[config.mk]
export PLATFORM = sky130hd
export DESIGN_NAME = handset_frame_command_decoder_flat
export DESIGN_NICKNAME = d
export VERILOG_FILES = /design/src/hfcd_pkg.sv /design/src/hfcd_ifs.sv /design/src/handset_frame_command_decoder.sv /design/src/hfcd_dp.sv /design/src/hfcd_ctrl.sv /design/src/flat_wrapper.sv
export SDC_FILE = /design/constraint.sdc
export NUM_CORES = 1
export LEC_CHECK = 0
export ABC_AREA = 1
export BUFFER_PORTS_ARGS = -buffer_cell sky130_fd_sc_hd__buf_2
export CORE_AREA = 2 2 249 251
export CTS_CLUSTER_SIZE = 28
export DETAILED_ROUTE_END_ITERATION = 6
export DIE_AREA = 0 0 251 253
export SYNTH_ARGS = -nofsm -noshare
export SYNTH_HDL_FRONTEND = slang
export SYNTH_SLANG_ARGS = --single-unit
[constraint.sdc]
create_clock -name clk -period 3.05 [get_ports clk]
set_input_delay 0.305 -clock clk [delete_from_list [all_inputs] [get_ports clk]]
set_output_delay 0.305 -clock clk [all_outputs]
set_load 0.03 [all_outputs]
[src/hfcd_pkg.sv]
// Shared constants, command codes and controller/datapath command types
// for the handset frame command decoder. No dependencies.
package hfcd_pkg;

  localparam int LINE_CHARS_DEF   = 12;
  localparam int BUFFER_BYTES_DEF = 32;
  // read address width: covers every payload position a command looks at
  localparam int RD_AW = 5;

  localparam logic [7:0] DELIM = 8'hFF;
  localparam logic [7:0] HOLD  = 8'h0F;
  localparam logic [7:0] CH_D  = 8'h44;
  localparam logic [7:0] CH_H  = 8'h48;
  localparam logic [7:0] CH_S  = 8'h53;
  localparam logic [7:0] CH_R  = 8'h52;
  localparam logic [7:0] CH_A  = 8'h41;
  localparam logic [7:0] CH_C  = 8'h43;

  localparam logic [1:0] EV_TEXT   = 2'd0;
  localparam logic [1:0] EV_CLEAR  = 2'd1;
  localparam logic [1:0] EV_STATUS = 2'd2;

  localparam logic [1:0] HL_NONE  = 2'd0;
  localparam logic [1:0] HL_LINE1 = 2'd1;
  localparam logic [1:0] HL_LINE2 = 2'd2;

  // AC payload fields, in payload order after the command letters
  localparam logic [2:0] ACF_GSM   = 3'd0;
  localparam logic [2:0] ACF_PHONE = 3'd1;
  localparam logic [2:0] ACF_SMS   = 3'd2;
  localparam logic [2:0] ACF_GPS   = 3'd3;
  localparam logic [2:0] ACF_BATT  = 3'd4;

  // payload offset of the first argument byte
  localparam logic [RD_AW-1:0] ARG_OFS = RD_AW'(2);

  typedef enum logic [2:0] {
    CMD_NONE,
    CMD_DH,
    CMD_SR,
    CMD_RS,
    CMD_AC
  } cmd_code_t;

  typedef struct packed {
    logic             wr_en;
    logic             clr_count;
    logic             rd_en;
    logic [RD_AW-1:0] rd_addr;
    logic             cap_c0;
    logic             clr_hl;
    logic             sr_en;
    logic             ac_en;
    logic [2:0]       ac_field;
    logic             emit;
    logic [1:0]       emit_kind;
    logic [4:0]       emit_idx;
    logic             emit_use_byte;
    logic             emit_last;
  } dp_cmd_t;

  typedef struct packed {
    logic      delim;
    logic      full;
    logic      slot_free;
    cmd_code_t cmd;
  } dp_stat_t;

  function automatic cmd_code_t decode_cmd(input logic [7:0] c0, input logic [7:0] c1);
    cmd_code_t r;
    r = CMD_NONE;
    if (c0 == CH_D && c1 == CH_H) r = CMD_DH;
    else if (c0 == CH_S && c1 == CH_R) r = CMD_SR;
    else if (c0 == CH_R && c1 == CH_S) r = CMD_RS;
    else if (c0 == CH_A && c1 == CH_C) r = CMD_AC;
    return r;
  endfunction

endpackage

[src/hfcd_ifs.sv]
// Handshake channel interfaces: received byte, display event, config write.
// Standalone; no package dependency.
interface hfcd_in_if;
  logic       valid;
  logic       ready;
  logic [7:0] rx_byte;
  modport source (output valid, output rx_byte, input ready);
  modport sink   (input valid, input rx_byte, output ready);
endinterface

interface hfcd_out_if;
  logic       valid;
  logic       ready;
  logic [1:0] event_kind;
  logic [4:0] char_index;
  logic [7:0] char_value;
  logic [1:0] highlight_line;
  logic [2:0] gsm_level;
  logic       phone_icon;
  logic       sms_icon;
  logic       gps_icon;
  logic       battery_icon;
  logic       last;
  modport source (output valid, output event_kind, output char_index, output char_value,
                  output highlight_line, output gsm_level, output phone_icon,
                  output sms_icon, output gps_icon, output battery_icon, output last,
                  input ready);
  modport sink   (input valid, input event_kind, input char_index, input char_value,
                  input highlight_line, input gsm_level, input phone_icon,
                  input sms_icon, input gps_icon, input battery_icon, input last,
                  output ready);
endinterface

interface hfcd_cfg_if;
  logic valid;
  logic ready;
  logic rx_enable;
  modport source (output valid, output rx_enable, input ready);
  modport sink   (input valid, input rx_enable, output ready);
endinterface

[src/handset_frame_command_decoder.sv]
// Top level of the handset frame command decoder: controller plus datapath.
// Depends on hfcd_pkg, hfcd_ifs (channel interfaces), hfcd_ctrl, hfcd_dp.
//
//  channel | dir | payload                                   | item accepted when
//  --------+-----+-------------------------------------------+-------------------
//  in_ch   | in  | rx_byte[7:0]                              | valid & ready
//  out_ch  | out | event_kind, char_index, char_value,       | valid & ready
//          |     | highlight_line, gsm_level, 4 icons, last  |
//  cfg_ch  | in  | rx_enable                                 | valid & ready
//
// Flow: a byte that only stores or opens a frame is taken in S_IDLE. A closing delimiter
//   runs the sequencer, one store read and at most one result per cycle while out_ch
//   is not stalled; S_C0 and S_C1 fetch the letters, then SR, AC, DH or EMIT follow.
// Reset: rst_n synchronous, active low; rx_enable comes up 1, status clear.
// Stalls: in_ch.ready is high only while the sequencer is idle; a held out_ch.ready
//   freezes result steps, the result register holding its item; cfg_ch.ready is high.
module handset_frame_command_decoder #(
  parameter int LINE_CHARS   = hfcd_pkg::LINE_CHARS_DEF,
  parameter int BUFFER_BYTES = hfcd_pkg::BUFFER_BYTES_DEF
) (
  input logic         clk,
  input logic         rst_n,
  hfcd_in_if.sink     in_ch,
  hfcd_out_if.source  out_ch,
  hfcd_cfg_if.sink    cfg_ch
);

  hfcd_pkg::dp_cmd_t  cmd;    // sequencer -> datapath
  hfcd_pkg::dp_stat_t stat;   // datapath -> sequencer
  logic               in_ready;

  // config writes are for the user to make only while idle (not enforced); the port never stalls
  assign cfg_ch.ready = 1'b1;
  assign in_ch.ready  = in_ready;

  hfcd_ctrl #(
    .LINE_CHARS (LINE_CHARS)
  ) u_ctrl (
    .clk           (clk),
    .rst_n         (rst_n),
    .in_valid      (in_ch.valid),
    .in_ready      (in_ready),
    .cfg_we        (cfg_ch.valid),
    .cfg_rx_enable (cfg_ch.rx_enable),
    .stat          (stat),
    .cmd           (cmd)
  );

  // frame store, fill count, status registers and the result register
  hfcd_dp #(
    .BUFFER_BYTES (BUFFER_BYTES)
  ) u_dp (
    .clk            (clk),
    .rst_n          (rst_n),
    .rx_byte        (in_ch.rx_byte),
    .cmd            (cmd),
    .stat           (stat),
    .out_ready      (out_ch.ready),
    .out_valid      (out_ch.valid),
    .event_kind     (out_ch.event_kind),
    .char_index     (out_ch.char_index),
    .char_value     (out_ch.char_value),
    .highlight_line (out_ch.highlight_line),
    .gsm_level      (out_ch.gsm_level),
    .phone_icon     (out_ch.phone_icon),
    .sms_icon       (out_ch.sms_icon),
    .gps_icon       (out_ch.gps_icon),
    .battery_icon   (out_ch.battery_icon),
    .last           (out_ch.last)
  );

endmodule

[src/hfcd_dp.sv]
// Datapath: frame store memory with fill count, display status registers
// and the result register. Uses hfcd_pkg.
module hfcd_dp #(
  parameter int BUFFER_BYTES = hfcd_pkg::BUFFER_BYTES_DEF
) (
  input  logic               clk,
  input  logic               rst_n,
  input  logic [7:0]         rx_byte,
  input  hfcd_pkg::dp_cmd_t  cmd,
  output hfcd_pkg::dp_stat_t stat,
  input  logic               out_ready,
  output logic               out_valid,
  output logic [1:0]         event_kind,
  output logic [4:0]         char_index,
  output logic [7:0]         char_value,
  output logic [1:0]         highlight_line,
  output logic [2:0]         gsm_level,
  output logic               phone_icon,
  output logic               sms_icon,
  output logic               gps_icon,
  output logic               battery_icon,
  output logic               last
);

  localparam int IDXW = $clog2(BUFFER_BYTES);
  localparam int CW   = $clog2(BUFFER_BYTES + 1);
  localparam int CMPW = (CW > hfcd_pkg::RD_AW) ? CW : hfcd_pkg::RD_AW;

  logic [7:0]      mem [BUFFER_BYTES];
  logic [7:0]      mem_q_r;
  logic            rvalid_r;
  logic [CW-1:0]   count_r;
  logic [7:0]      c0_r;
  logic [1:0]      hl_r, hl_nxt;
  logic [2:0]      gsm_r, gsm_nxt;
  logic [3:0]      icon_r, icon_nxt;   // bit0 phone, bit1 sms, bit2 gps, bit3 battery

  logic [1:0]      ev_kind_r;
  logic [4:0]      ev_idx_r;
  logic [7:0]      ev_val_r;
  logic [1:0]      ev_hl_r;
  logic [2:0]      ev_gsm_r;
  logic [3:0]      ev_icon_r;
  logic            ev_last_r;
  logic            out_valid_r;

  logic [7:0]      rd_byte;
  logic            rd_hit;
  logic [IDXW-1:0] rd_idx;
  logic            arg_on, arg_is_one, arg_in_1_5;

  // positions past the fill count read as zero
  assign rd_hit  = CMPW'(cmd.rd_addr) < CMPW'(count_r);
  assign rd_idx  = rd_hit ? IDXW'(cmd.rd_addr) : '0;
  assign rd_byte = rvalid_r ? mem_q_r : 8'h00;

  assign stat.delim     = (rx_byte == hfcd_pkg::DELIM);
  assign stat.full      = (count_r == CW'(BUFFER_BYTES));
  assign stat.slot_free = !out_valid_r || out_ready;
  assign stat.cmd       = hfcd_pkg::decode_cmd(c0_r, rd_byte);

  assign arg_is_one = (rd_byte == 8'd1);
  assign arg_in_1_5 = (rd_byte >= 8'd1) && (rd_byte <= 8'd5);
  assign arg_on     = (cmd.ac_field == hfcd_pkg::ACF_BATT) ? arg_in_1_5 : arg_is_one;

  always_comb begin
    hl_nxt   = hl_r;
    gsm_nxt  = gsm_r;
    icon_nxt = icon_r;
    if (cmd.clr_hl) begin
      hl_nxt = hfcd_pkg::HL_NONE;
    end
    if (cmd.sr_en) begin
      hl_nxt = (rd_byte == 8'h00) ? hfcd_pkg::HL_LINE1 : hfcd_pkg::HL_LINE2;
    end
    if (cmd.ac_en && rd_byte != hfcd_pkg::HOLD) begin
      case (cmd.ac_field)
        hfcd_pkg::ACF_GSM:   gsm_nxt   = arg_in_1_5 ? rd_byte[2:0] : 3'd0;
        hfcd_pkg::ACF_PHONE: icon_nxt[0] = arg_on;
        hfcd_pkg::ACF_SMS:   icon_nxt[1] = arg_on;
        hfcd_pkg::ACF_GPS:   icon_nxt[2] = arg_on;
        hfcd_pkg::ACF_BATT:  icon_nxt[3] = arg_on;
        default: ;
      endcase
    end
  end

  // frame store: one write port, one registered read port
  always_ff @(posedge clk) begin
    if (cmd.wr_en) begin
      mem[count_r[IDXW-1:0]] <= rx_byte;
    end
    if (cmd.rd_en) begin
      mem_q_r <= mem[rd_idx];
    end
    if (cmd.cap_c0) begin
      c0_r <= rd_byte;
    end
    if (cmd.emit) begin
      ev_kind_r <= cmd.emit_kind;
      ev_idx_r  <= cmd.emit_idx;
      ev_val_r  <= cmd.emit_use_byte ? rd_byte : 8'h00;
      ev_hl_r   <= hl_r;
      ev_gsm_r  <= gsm_r;
      ev_icon_r <= icon_r;
      ev_last_r <= cmd.emit_last;
    end
  end

  always_ff @(posedge clk) begin
    if (!rst_n) begin
      count_r     <= '0;
      rvalid_r    <= 1'b0;
      hl_r        <= hfcd_pkg::HL_NONE;
      gsm_r       <= 3'd0;
      icon_r      <= 4'd0;
      out_valid_r <= 1'b0;
    end else begin
      if (cmd.clr_count) begin
        count_r <= '0;
      end else if (cmd.wr_en) begin
        count_r <= count_r + CW'(1);
      end
      if (cmd.rd_en) begin
        rvalid_r <= rd_hit;
      end
      hl_r   <= hl_nxt;
      gsm_r  <= gsm_nxt;
      icon_r <= icon_nxt;
      if (cmd.emit) begin
        out_valid_r <= 1'b1;
      end else if (out_ready) begin
        out_valid_r <= 1'b0;
      end
    end
  end

  assign out_valid      = out_valid_r;
  assign event_kind     = ev_kind_r;
  assign char_index     = ev_idx_r;
  assign char_value     = ev_val_r;
  assign highlight_line = ev_hl_r;
  assign gsm_level      = ev_gsm_r;
  assign phone_icon     = ev_icon_r[0];
  assign sms_icon       = ev_icon_r[1];
  assign gps_icon       = ev_icon_r[2];
  assign battery_icon   = ev_icon_r[3];
  assign last           = ev_last_r;

endmodule

[src/hfcd_ctrl.sv]
// Controller: frame tracking, rx enable register and the decode sequencer
// that drives the datapath. Uses hfcd_pkg.
module hfcd_ctrl #(
  parameter int LINE_CHARS = hfcd_pkg::LINE_CHARS_DEF
) (
  input  logic               clk,
  input  logic               rst_n,
  input  logic               in_valid,
  output logic               in_ready,
  input  logic               cfg_we,
  input  logic               cfg_rx_enable,
  input  hfcd_pkg::dp_stat_t stat,
  output hfcd_pkg::dp_cmd_t  cmd
);

  localparam int NCHARS = 2 * LINE_CHARS;
  localparam int IW     = (NCHARS > 1) ? $clog2(NCHARS) : 1;
  localparam logic [IW-1:0] LAST_I = IW'(NCHARS - 1);

  typedef enum logic [2:0] {
    S_IDLE,
    S_C0,
    S_C1,
    S_SR,
    S_AC,
    S_DH,
    S_EMIT
  } state_t;

  state_t        state_r, state_nxt;
  logic          rx_en_r;
  logic          in_frame_r, in_frame_nxt;
  logic [IW-1:0] i_r, i_nxt;
  logic [2:0]    k_r, k_nxt;
  logic [1:0]    ekind_r, ekind_nxt;
  logic          accept;

  assign in_ready = (state_r == S_IDLE);
  assign accept   = in_valid && in_ready;

  always_comb begin
    state_nxt    = state_r;
    in_frame_nxt = in_frame_r;
    i_nxt        = i_r;
    k_nxt        = k_r;
    ekind_nxt    = ekind_r;
    cmd          = '0;
    case (state_r)
      S_IDLE: begin
        if (accept && rx_en_r) begin
          if (stat.delim) begin
            if (in_frame_r) begin
              // close: fetch first command letter
              in_frame_nxt = 1'b0;
              cmd.rd_en    = 1'b1;
              cmd.rd_addr  = '0;
              state_nxt    = S_C0;
            end else begin
              in_frame_nxt  = 1'b1;
              cmd.clr_count = 1'b1;
            end
          end else if (in_frame_r && !stat.full) begin
            cmd.wr_en = 1'b1;
          end
        end
      end
      S_C0: begin
        cmd.cap_c0  = 1'b1;
        cmd.rd_en   = 1'b1;
        cmd.rd_addr = hfcd_pkg::RD_AW'(1);
        state_nxt   = S_C1;
      end
      S_C1: begin
        cmd.rd_en   = 1'b1;
        cmd.rd_addr = hfcd_pkg::ARG_OFS;
        case (stat.cmd)
          hfcd_pkg::CMD_DH: begin
            cmd.clr_hl = 1'b1;
            i_nxt      = '0;
            state_nxt  = S_DH;
          end
          hfcd_pkg::CMD_SR: state_nxt = S_SR;
          hfcd_pkg::CMD_RS: begin
            ekind_nxt = hfcd_pkg::EV_CLEAR;
            state_nxt = S_EMIT;
          end
          hfcd_pkg::CMD_AC: begin
            k_nxt     = hfcd_pkg::ACF_GSM;
            state_nxt = S_AC;
          end
          default: begin
            cmd.clr_count = 1'b1;
            state_nxt     = S_IDLE;
          end
        endcase
      end
      S_SR: begin
        cmd.sr_en = 1'b1;
        ekind_nxt = hfcd_pkg::EV_STATUS;
        state_nxt = S_EMIT;
      end
      S_AC: begin
        cmd.ac_en    = 1'b1;
        cmd.ac_field = k_r;
        cmd.rd_en    = 1'b1;
        cmd.rd_addr  = hfcd_pkg::RD_AW'(k_r) + hfcd_pkg::ARG_OFS + hfcd_pkg::RD_AW'(1);
        if (k_r == hfcd_pkg::ACF_BATT) begin
          ekind_nxt = hfcd_pkg::EV_STATUS;
          state_nxt = S_EMIT;
        end else begin
          k_nxt = k_r + 3'd1;
        end
      end
      S_DH: begin
        if (stat.slot_free) begin
          cmd.emit          = 1'b1;
          cmd.emit_kind     = hfcd_pkg::EV_TEXT;
          cmd.emit_idx      = 5'(i_r);
          cmd.emit_use_byte = 1'b1;
          cmd.emit_last     = (i_r == LAST_I);
          cmd.rd_en         = 1'b1;
          cmd.rd_addr       = hfcd_pkg::RD_AW'(i_r) + hfcd_pkg::ARG_OFS
                              + hfcd_pkg::RD_AW'(1);
          if (i_r == LAST_I) begin
            cmd.clr_count = 1'b1;
            state_nxt     = S_IDLE;
          end else begin
            i_nxt = i_r + IW'(1);
          end
        end
      end
      S_EMIT: begin
        if (stat.slot_free) begin
          cmd.emit      = 1'b1;
          cmd.emit_kind = ekind_r;
          cmd.emit_last = 1'b1;
          cmd.clr_count = 1'b1;
          state_nxt     = S_IDLE;
        end
      end
      default: state_nxt = S_IDLE;
    endcase
  end

  always_ff @(posedge clk) begin
    if (!rst_n) begin
      state_r    <= S_IDLE;
      rx_en_r    <= 1'b1;
      in_frame_r <= 1'b0;
      i_r        <= '0;
      k_r        <= hfcd_pkg::ACF_GSM;
      ekind_r    <= hfcd_pkg::EV_STATUS;
    end else begin
      state_r    <= state_nxt;
      in_frame_r <= in_frame_nxt;
      i_r        <= i_nxt;
      k_r        <= k_nxt;
      ekind_r    <= ekind_nxt;
      if (cfg_we) begin
        rx_en_r <= cfg_rx_enable;
      end
    end
  end

endmodule

[src/flat_wrapper.sv]
// flat-port wrapper written by rule: the top's interface ports become plain ports
module handset_frame_command_decoder_flat 
#(
  parameter int LINE_CHARS   = hfcd_pkg::LINE_CHARS_DEF,
  parameter int BUFFER_BYTES = hfcd_pkg::BUFFER_BYTES_DEF
)
  (clk, rst_n, in_ch_valid, in_ch_rx_byte, in_ch_ready, out_ch_valid, out_ch_event_kind, out_ch_char_index, out_ch_char_value, out_ch_highlight_line, out_ch_gsm_level, out_ch_phone_icon, out_ch_sms_icon, out_ch_gps_icon, out_ch_battery_icon, out_ch_last, out_ch_ready, cfg_ch_valid, cfg_ch_rx_enable, cfg_ch_ready);
  hfcd_in_if in_ch_i ();
  hfcd_out_if out_ch_i ();
  hfcd_cfg_if cfg_ch_i ();
  input logic clk;
  input logic rst_n;
  input wire logic [$bits(in_ch_i.valid)-1:0] in_ch_valid;
  input wire logic [$bits(in_ch_i.rx_byte)-1:0] in_ch_rx_byte;
  output wire logic [$bits(in_ch_i.ready)-1:0] in_ch_ready;
  output wire logic [$bits(out_ch_i.valid)-1:0] out_ch_valid;
  output wire logic [$bits(out_ch_i.event_kind)-1:0] out_ch_event_kind;
  output wire logic [$bits(out_ch_i.char_index)-1:0] out_ch_char_index;
  output wire logic [$bits(out_ch_i.char_value)-1:0] out_ch_char_value;
  output wire logic [$bits(out_ch_i.highlight_line)-1:0] out_ch_highlight_line;
  output wire logic [$bits(out_ch_i.gsm_level)-1:0] out_ch_gsm_level;
  output wire logic [$bits(out_ch_i.phone_icon)-1:0] out_ch_phone_icon;
  output wire logic [$bits(out_ch_i.sms_icon)-1:0] out_ch_sms_icon;
  output wire logic [$bits(out_ch_i.gps_icon)-1:0] out_ch_gps_icon;
  output wire logic [$bits(out_ch_i.battery_icon)-1:0] out_ch_battery_icon;
  output wire logic [$bits(out_ch_i.last)-1:0] out_ch_last;
  input wire logic [$bits(out_ch_i.ready)-1:0] out_ch_ready;
  input wire logic [$bits(cfg_ch_i.valid)-1:0] cfg_ch_valid;
  input wire logic [$bits(cfg_ch_i.rx_enable)-1:0] cfg_ch_rx_enable;
  output wire logic [$bits(cfg_ch_i.ready)-1:0] cfg_ch_ready;
  assign in_ch_i.valid = in_ch_valid;
  assign in_ch_i.rx_byte = in_ch_rx_byte;
  assign in_ch_ready = in_ch_i.ready;
  assign out_ch_valid = out_ch_i.valid;
  assign out_ch_event_kind = out_ch_i.event_kind;
  assign out_ch_char_index = out_ch_i.char_index;
  assign out_ch_char_value = out_ch_i.char_value;
  assign out_ch_highlight_line = out_ch_i.highlight_line;
  assign out_ch_gsm_level = out_ch_i.gsm_level;
  assign out_ch_phone_icon = out_ch_i.phone_icon;
  assign out_ch_sms_icon = out_ch_i.sms_icon;
  assign out_ch_gps_icon = out_ch_i.gps_icon;
  assign out_ch_battery_icon = out_ch_i.battery_icon;
  assign out_ch_last = out_ch_i.last;
  assign out_ch_i.ready = out_ch_ready;
  assign cfg_ch_i.valid = cfg_ch_valid;
  assign cfg_ch_i.rx_enable = cfg_ch_rx_enable;
  assign cfg_ch_ready = cfg_ch_i.ready;
  handset_frame_command_decoder #(.LINE_CHARS(LINE_CHARS), .BUFFER_BYTES(BUFFER_BYTES)) u_core (.clk(clk), .rst_n(rst_n), .in_ch(in_ch_i), .out_ch(out_ch_i), .cfg_ch(cfg_ch_i));
endmodule
# --- After elaboration in Yosys (flattened, before gate mapping) ---
# Memories as Yosys holds them, arrays and structs flattened. A register that Yosys moved wholly into a read port is not among the register bits.
# Index checks and enable logic that the tools add are counted.
word_totals:
  ff_bits: 65
  ram_bits: 256
  in_bits: 14
  output_inout_bits: 28
  word_cells: 165
  memories: 1
memory_table:
  columns: ["name", "words", "width", "read_ports", "rd_clocked_by_memory_dff", "wr", "line", "text"]
  rows:
  - ["u_core.u_dp.mem", 32, 8, 1, 1, 1, "hfcd_dp.sv:29", "logic [7:0] mem [BUFFER_BYTES];"]
op_classes:
  n_addsub: 7
  magnitude_cmp: 3
  n_eq_ne: 40
  mux: 57
  bitwise_logic: 1
  reduce_logical: 33
ops:
  columns: ["op", "count"]
  rows:
  - ["== test 8 x 7 -> 1 bit, second input constant", 8]
  - ["2-to-1 mux 3 bit", 15]
  - ["case mux 6 bit (5 select lines)", 1]
  - ["case mux 3 bit (7 select lines)", 1]
  - ["2-to-1 mux 5 bit", 4]
  - ["== test 3 x 2 -> 1 bit, second input constant", 6]
  - ["== test 3 bit, second input constant", 6]
  - ["2-to-1 mux 1 bit", 17]
  - ["2-to-1 mux 8 bit", 2]
  - ["!= test 2 x 1 -> 1 bit, second input constant", 8]
  - ["2-to-1 mux 7 bit", 2]
  - ["case mux 3 bit (2 select lines)", 2]
  - ["case mux 3 bit (4 select lines)", 1]
  - ["AND reduction 2 bit", 6]
  - ["adder 5 x 1 -> 5 bit, second input constant", 2]
  - ["2-to-1 mux 10 bit", 1]
  - ["2-to-1 mux 2 bit", 5]
  - ["case mux 5 bit (2 select lines)", 1]
  - ["== test 3 x 1 -> 1 bit, second input constant", 3]
  - ["logical AND 1 bit", 9]
  - ["AND reduction 3 bit", 3]
  - ["== test 8 x 1 -> 1 bit, second input constant", 1]
  - ["== test 8 bit, second input constant", 1]
  - ["greater-or-equal comparator 8 x 1 -> 1 bit, second input constant", 1]
  - ["27 further kinds", 35]

# --- Longest topological paths before layout ---
# Gate-level depths: netlist (run 1).
depth:
  word_depth: 12
  mapped_depth: 22
  depth_no_buf: 21

# --- Cells and area by module ---
# From an unflattened synthesis (run 1), not the netlist that was laid out.
unflattened:
  hier_cells: 1566
  hier_area_um2: 15113.2
by_module_without_submodules:
  columns: ["module", "n_inst", "cells_each", "area_each_um2", "seq_area_each_um2"]
  rows:
  - ["hfcd_dp", 1, 1363, 13874.6, 9258.9]
  - ["hfcd_ctrl", 1, 201, 1227.4, 300.3]
  - ["handset_frame_command_decoder", 1, 2, 11.3, 0.0]

# --- Least setup slack after synthesis (run 1) ---
# OpenSTA, ideal clock, no wires.
synth_path:
  path_type: "register to register"
  start: "reg u_core.u_dp.out_valid_r (netlist: u_core.u_dp.out_valid)"
  end: "reg u_core.u_dp.mem_q_r[5], read port of u_core.u_dp.mem, data pin"
  setup_ns: 0.253
  arrival_ns: 3.166
  required_time_ns: 2.797
  setup_slack_ns: -0.368
  stages_incl_launch_ff: 21
  path_buffers: 2
  period_less_slack_ns: 3.418
  cell_sequence: "dfxtp_1 > nand2_1 > inv_1 > nor2_2 > inv_2 > nor2_1 > o21a_1 > o22ai_1 > o31ai_2 > ha_1 > a21o_1 > a22oi_2 > clkbuf_1 > clkbuf_1 > nand4_1 > nand2_1 > nand3_1 > nand3_1 > nand2_1 > nand2_1 > nand2_1"
synth_via:
  elab_chain_len: 6
synth_rtl:
  columns: ["item", "line", "text"]
  rows:
  - ["from (decl)", "hfcd_dp.sv:45", "logic out_valid_r;"]
  - ["from (signal assigned)", "hfcd_dp.sv:117", "out_valid_r <= 1'b0;"]
  - ["from (signal assigned)", "hfcd_dp.sv:131", "out_valid_r <= 1'b1;"]
  - ["from (signal assigned)", "hfcd_dp.sv:133", "out_valid_r <= 1'b0;"]
  - ["logical NOT 1 bit *", "hfcd_dp.sv:59", "assign stat.slot_free = !out_valid_r || out_ready;"]
  - ["logical OR 1 bit *", "hfcd_dp.sv:59", null]
  - ["2-to-1 mux 7 bit *", "hfcd_ctrl.sv:115", "if (stat.slot_free) begin"]
  - ["case mux 6 bit (5 select lines) *", "hfcd_ctrl.sv:48", "case (state_r)"]
  - ["< comparator 5 x 6 -> 1 bit", "hfcd_dp.sv:53", "assign rd_hit = CMPW'(cmd.rd_addr) < CMPW'(count_r);"]
  - ["2-to-1 mux 5 bit", "hfcd_dp.sv:54", "assign rd_idx = rd_hit ? IDXW'(cmd.rd_addr) : '0;"]
  - ["to (decl)", "hfcd_dp.sv:30", "logic [7:0] mem_q_r;"]
# Every way passes the cells marked *; elsewhere a longest branch is shown, timed or not.
# A chain may end at the register's enable or synchronous reset.

# --- Worst setup path after layout (run 1) ---
layout_path:
  start: "reg u_core.u_dp.out_valid_r (netlist: u_core.u_dp.out_valid)"
  end: "reg u_core.u_dp.mem_q_r[7], read port of u_core.u_dp.mem, data pin"
# Same word-level chain as after synthesis.

==> results.json, run 1 <==
{
  "worstSetupPathType": "flip-flop to flip-flop",
  "synthDistinctLibCells": 48,
  "synth_area_leaders": "edfxtp_1 (59%), nand3_1 (6.7%), inv_1 (6.2%)",
  "power.leakage_nw": 7.62,
  "syn_avg_cell_area_sq_um": 9.94,
  "routabilityCongestion": 0.847,
  "clkTransAtPathRegs_ps": 60,
  "cts_made_buffers": 36,
  "cts_root_buf": "clkbuf_16",
  "final_cells": 2480,
  "pre_cts_slack_ps": -493,
  "stdcell_area_sq_um": 19200,
  "cpMostUsedCell": "nand2_1",
  "drtPass1Iterations": 6,
  "hpwl_um": 26700,
  "seq_area_frac_synth_pct": 63.4,
  "io_pins": 42,
  "grt_pass1_wl_um": 64900,
  "run_status": "finished, violations left",
  "fill_cells": 6161,
  "fin_skew_ps": 17.9,
  "grt_overflow": 0,
  "syn_nets": 1545,
  "dpl.cell_count": 2385,
  "die-area_sq_um": 63500,
  "grt_pass1_vias": 11200,
  "post-route-period-util_pct": 100,
  "synth_edf_count": 297,
  "hp-class": "input port to flip-flop",
  "critPathLaunchType": "flip-flop",
  "die_w_um": 251,
  "diodes": 0,
  "initial_core_util_pct": 24.7,
  "route.detailed.drc": 0,
  "rows": 91,
  "finalPower_mw": 9.74,
  "period_minus_slack_ps": 3060,
  "clk_latency_ps": 530,
  "maxSlewHeadroom_pct": 49.5,
  "syn_inst": 1518,
  "drive_gt1_share_pct": 23.1,
  "track_usage_pct": 13.2,
  "synthArstFlopShare_pct": 0,
  "fmax_mhz": 327,
  "fp.dieH_um": 253,
  "setup_viol": 1,
  "yosysTopAreaCellShare_pct": 59.1,
  "syn_to_final_growth_pct": 27.5,
  "finalMaxSlewViolations": 0,
  "num_vias": 11700,
  "nets": 1691,
  "violations": "setup timing",
  "setup_slack_ps": -6.84,
  "hold_ws_ps": 110,
  "cts_buffer_depth": 3,
  "setup_tns_ps": -6.84,
  "core-area_sq_um": 61000,
  "ant_nets": 0,
  "crit_fanout": 14,
  "ys_warn_count": 0,
  "crit_path_top_delay_cell": "dfxtp_4",
  "synth_top_area_cell": "edfxtp_1",
  "h-tree-depth": 2,
  "rsz0062_at_grt": "true",
  "final_cell_mix": "edfxtp_1 (297), inv_1 (243), nand2_1 (206)",
  "crit_chain": "nand2_4 -> inv_4 -> nor2_4 -> inv_4 -> nor2_4 -> o21a_1 -> o22ai_2 -> o31ai_4 -> ha_1 -> a21o_1 -> a22oi_2 -> buf_6 -> nand3_4 -> buf_6 -> buf_12 -> o21ai_4 -> nand3_2 -> nand3_2 -> nand2_1 -> nand2_1 -> nand2_1",
  "arrival_ps": 3340,
  "portBuffers": 40,
  "cap_violations": 0,
  "vias_per_cell": 4.71,
  "grt_max_degree": 97,
  "wl_per_cell_um": 17.8,
  "syn-cell-area_sq_um": 15100,
  "max_stage_delay_ps": 350,
  "endpoint_kind": "flip-flop",
  "fin_util_pct": 31.5,
  "cts_tree": "done",
  "cp_num_buf_inv": 5,
  "yosys_register_bits": 329,
  "finalHoldViolCount": 0,
  "ir_drop_uv": 332,
  "powerDensity_nw_per_um2": 507,
  "crit_family": "compound AO/OA/AOI/OAI gates",
  "synth_flop_cell": "edfxtp_1",
  "crit_required_ps": 3330,
  "final_common_cell": "edfxtp_1",
  "routed_wl_um": 44100,
  "tightest_slew_ps": 751,
  "clock-sinks": 329,
  "placed_area_sq_um": 16900,
  "antenna_found_initial": 1,
  "drtIter0Drc": 1089
}
==> cells in the mapped netlist (2+ instances only) <==
master and instances:
edfxtp_1 297, inv_1 248, nand2_1 222, nand3_1 202
nor2_1 172, nand4_1 118, clkbuf_1 35, dfxtp_1 32
buf_2 28, a21oi_1 27, or2_2 19, o21ai_0 16
nor3_1 15, ha_1 13, o21ai_1 11, buf_1 9
inv_2 6, nand3_2 4, nor4_1 4, buf_4 3
buf_6 3, nor3b_1 3, a221oi_1 2, clkinv_1 2
nand3b_1 2, nor2_2 2, xor2_1 2
==> kinds of logic after synthesis <==
kind of cell	synth area share (%)
buffers and inverters	8.77
DFF	63.4
other	0.0249
xor gates and xnor gates	0.174
AOI/OAI and AO/OA	2.61
and+or+nand+nor	24.0
adders and majority gates	1.08
==> metal layers <==
layer	wire length (um)	GRT usage [%]	vias to the layer above
met2	20500	21.6	500
met1	18900	17.8	5668
met3	3710	2.49	74
met5	0	0	-
li1	-	-	5445
met4	971	3.91	0
==> registers in the layout, summed over array words and instances (netlist names), 2 cells and up <==
signal,flops
u_core.u_dp.gsm_level,3
u_core.u_ctrl.ekind_r,2
u_core.u_ctrl.state_r,3
u_core.u_dp.mem_q_r,8
u_core.u_dp.icon_r,4
u_core.u_dp.gsm_r,3
u_core.u_dp.hl_r,2
u_core.u_dp.c0_r,8
u_core.u_ctrl.k_r,3
u_core.u_dp.char_index,5
u_core.u_dp.count_r,6
u_core.u_dp.ev_icon_r,4
u_core.u_dp.mem,256
u_core.u_dp.event_kind,2
u_core.u_ctrl.i_r,5
u_core.u_dp.highlight_line,2
u_core.u_dp.char_value,8
==> final cells by class <==
class / instances / area, sq um / share of cell area, %
clock inverters: 17 / 143 / 0.742
multi-input cells: 855 / 4750 / 24.7
well taps: 790 / 988 / 5.14
inverters: 256 / 973 / 5.06
clock buffers: 47 / 1000 / 5.22
repair buffers: 186 / 1800 / 9.36
flip-flops and latches: 329 / 9570 / 49.8
==> worst reg2reg max path, cell delays in order (launching register included) <==
cell     delay (ps)
dfxtp_4         350
nand2_4          50
inv_4            60
nor2_4           40
inv_4            70
nor2_4           30
o21a_1          100
o22ai_2         160
o31ai_4         110
ha_1            320
a21o_1          170
a22oi_2         190
buf_6           210
nand3_4         110
buf_6           150
buf_12          150
o21ai_4         150
nand3_2         100
nand3_2         110
nand2_1          60
nand2_1          60
nand2_1          60
==> final timing paths <==
path                                   end  cells after the start             startpoint  slack [ps]
max                 u_core.u_dp.mem_q_r[7]                     21  u_core.u_dp.out_valid          -7
min               u_core.u_ctrl.ekind_r[1]                      2                  rst_n         110
max reg2reg         u_core.u_dp.mem_q_r[7]                     21  u_core.u_dp.out_valid          -7
min reg2reg  u_core.u_dp.highlight_line[1]                      0    u_core.u_dp.hl_r[1]         440
==> report_power, final <==
group          internal, mW  switching (mW)  leakage [nW]  total [mW]
Clock                  2.49            1.77         0.558        4.26
Combinational         0.123           0.386          4.14       0.509
Sequential             4.94          0.0309          2.92        4.97
Total                  7.56            2.18          7.62        9.74
==> what timing repair did <==
| action | CTS | global route |
|---|---|---|
| pin swaps | 37 | 43 |
| setup buffers | 9 | 8 |
| hold endpoints to repair | 1 | 0 |
| gates cloned | 6 | 8 |
| hold buffers | 2 | 0 |
| endpoints found under the setup margin | 8 | 8 |
| gates resized for setup | 101 | 54 |
Note: power is estimated with default switching activity, not from simulation.
==> inputs of run 2 (changes only) <==
--- a/config.mk
+++ b/config.mk
@@ -11,6 +11,7 @@
 export CTS_CLUSTER_SIZE = 28
 export DETAILED_ROUTE_END_ITERATION = 6
 export DIE_AREA = 0 0 251 253
+export PLACE_DENSITY = 0.41
 export SYNTH_ARGS = -nofsm -noshare
 export SYNTH_HDL_FRONTEND = slang
 export SYNTH_SLANG_ARGS = --single-unit
==> results.json, run 2 (same netlist as run 1, synthesis figures left out) <==
{
  "run_status": "finished, violations left",
  "violations": "setup timing",
  "crit_family": "simple AND/OR/NAND/NOR gates",
  "drive_gt1_share_pct": 22.6,
  "diodes": 0,
  "final_cell_mix": "edfxtp_1 (297), inv_1 (247), nand2_1 (210)",
  "powerDensity_nw_per_um2": 514,
  "routabilityCongestion": 0.833,
  "finalMaxSlewViolations": 0,
  "clk_latency_ps": 570,
  "arrival_ps": 3510,
  "cts_made_buffers": 39,
  "clock-sinks": 329,
  "drtPass1Iterations": 5,
  "cts_tree": "done",
  "h-tree-depth": 2,
  "route.detailed.drc": 0,
  "wl_per_cell_um": 18.9,
  "fill_cells": 6284,
  "vias_per_cell": 4.59,
  "endpoint_kind": "flip-flop",
  "crit_required_ps": 3350,
  "setup_viol": 8,
  "finalHoldViolCount": 0,
  "final_cells": 2526,
  "grt_pass1_wl_um": 72500,
  "maxSlewHeadroom_pct": 53.5,
  "syn_to_final_growth_pct": 29.8,
  "cpMostUsedCell": "buf_12",
  "hp-class": "input port to flip-flop",
  "portBuffers": 40,
  "cap_violations": 0,
  "cts_root_buf": "clkbuf_16",
  "grt_pass1_vias": 11600,
  "cp_num_buf_inv": 6,
  "initial_core_util_pct": 24.7,
  "worstSetupPathType": "flip-flop to flip-flop",
  "fmax_mhz": 312,
  "largest_reg_flops": 256,
  "core-area_sq_um": 61000,
  "nets": 1732,
  "dpl.cell_count": 2409,
  "io_pins": 42,
  "tightest_slew_ps": 696,
  "max_stage_delay_ps": 340,
  "num_vias": 11600,
  "die-area_sq_um": 63500,
  "die_w_um": 251,
  "track_usage_pct": 15.1,
  "critPathLaunchType": "flip-flop",
  "post-route-period-util_pct": 105,
  "grt_max_degree": 108,
  "ant_nets": 0,
  "crit_chain": "buf_6 -> nand3_4 -> nor2_4 -> inv_4 -> nor2_4 -> o21a_1 -> o22ai_2 -> o31ai_4 -> ha_4 -> a21o_1 -> a22oi_2 -> buf_6 -> buf_12 -> buf_12 -> buf_12 -> nand4_1 -> nand3_2 -> nand3_1 -> nand3_1 -> nand2_2 -> nand2_2 -> nand2_1",
  "cts_buffer_depth": 3,
  "fin_skew_ps": 27.0,
  "setup_slack_ps": -159,
  "ir_drop_uv": 304,
  "rows": 91,
  "period_minus_slack_ps": 3210,
  "antenna_found_initial": 0,
  "fin_util_pct": 32.1,
  "rsz0062_at_grt": "true",
  "routed_wl_um": 47700,
  "drtIter0Drc": 729,
  "crit_path_top_delay_cell": "dfxtp_2",
  "power.leakage_nw": 7.91,
  "crit_fanout": 7,
  "final_common_cell": "edfxtp_1",
  "clkTransAtPathRegs_ps": 60,
  "grt_overflow": 0,
  "hpwl_um": 30000,
  "fp.dieH_um": 253
}
==> run 2: power breakdown <==
part	switching (mW)	total, mW	leakage (nW)	internal, mW
Combinational	0.395	0.515	4.37	0.120
Clock	1.91	4.58	0.612	2.67
Sequential	0.0276	4.97	2.92	4.94
Total	2.33	10.1	7.91	7.73
==> run 2: area by class of cell <==
cell class | instances | area, sq um | area share (%)
Clock buffer | 50 | 1080 | 5.52
Clock inverter | 22 | 165 | 0.844
Inverter | 256 | 981 | 5.01
Multi-Input combinational cell | 855 | 4570 | 23.4
Sequential cell | 329 | 9570 | 48.9
Tap cell | 790 | 988 | 5.05
Timing Repair Buffer | 224 | 2220 | 11.4
==> run 2: path summary, 6_finish.rpt <==
| kind | from | to | slack, ps | depth (start not counted) |
|---|---|---|---|---|
| max | u_core.u_ctrl.state_r[2] | u_core.u_dp.mem_q_r[1] | -160 | 22 |
| min | rst_n | u_core.u_ctrl.ekind_r[1] | 100 | 2 |
| max reg2reg | u_core.u_ctrl.state_r[2] | u_core.u_dp.mem_q_r[1] | -160 | 22 |
| min reg2reg | u_core.u_dp.icon_r[3] | u_core.u_dp.ev_icon_r[3] | 430 | 0 |
==> run 2: worst reg2reg max path, stage by stage, from the launching register on <==
cell	delay, ps
dfxtp_2	340
buf_6	100
nand3_4	70
nor2_4	120
inv_4	60
nor2_4	90
o21a_1	140
o22ai_2	80
o31ai_4	90
ha_4	250
a21o_1	160
a22oi_2	190
buf_6	160
buf_12	140
buf_12	150
buf_12	140
nand4_1	120
nand3_2	110
nand3_1	100
nand3_1	100
nand2_2	70
nand2_2	100
nand2_1	70
==> run 2: timing repair <==
action                                 4_1_cts  5_1_grt
setup buffers                               34        2
endpoints found under the hold margin        1        0
setup endpoints to repair                    8        9
resized for setup                           74       29
cloned                                       7        2
hold buffers                                 2        0
pin swaps                                   25       32
==> run 2: metal layers <==
metal | GRT usage (%) | part of all wire, % | up-vias
met3 | 2.21 | 4.6 | 77
li1 | - | - | 5530
met5 | 0 | 0 | -
met2 | 25.3 | 47 | 296
met1 | 20.3 | 46 | 5680
met4 | 4.44 | 2.4 | 0
==> run 2: per-stage QoR <==
stage | hold slack, ps | worst slack [ps] | instance area (sq um) | total power [mW] | TNS, ps
CTS | 63.2 | -158 | 19400 | 10.2 | -1080
detailed placement | 413 | -520 | 17300 | 5.57 | -3630
finish | 102 | -159 | 19600 | 10.1 | -985
floorplan | 402 | -18.8 | 15200 | 5.33 | -301
global route | 94.7 | -318 | 19600 | 10.4 | -2370
global placement | 416 | -497 | 17300 | 5.57 | -3480
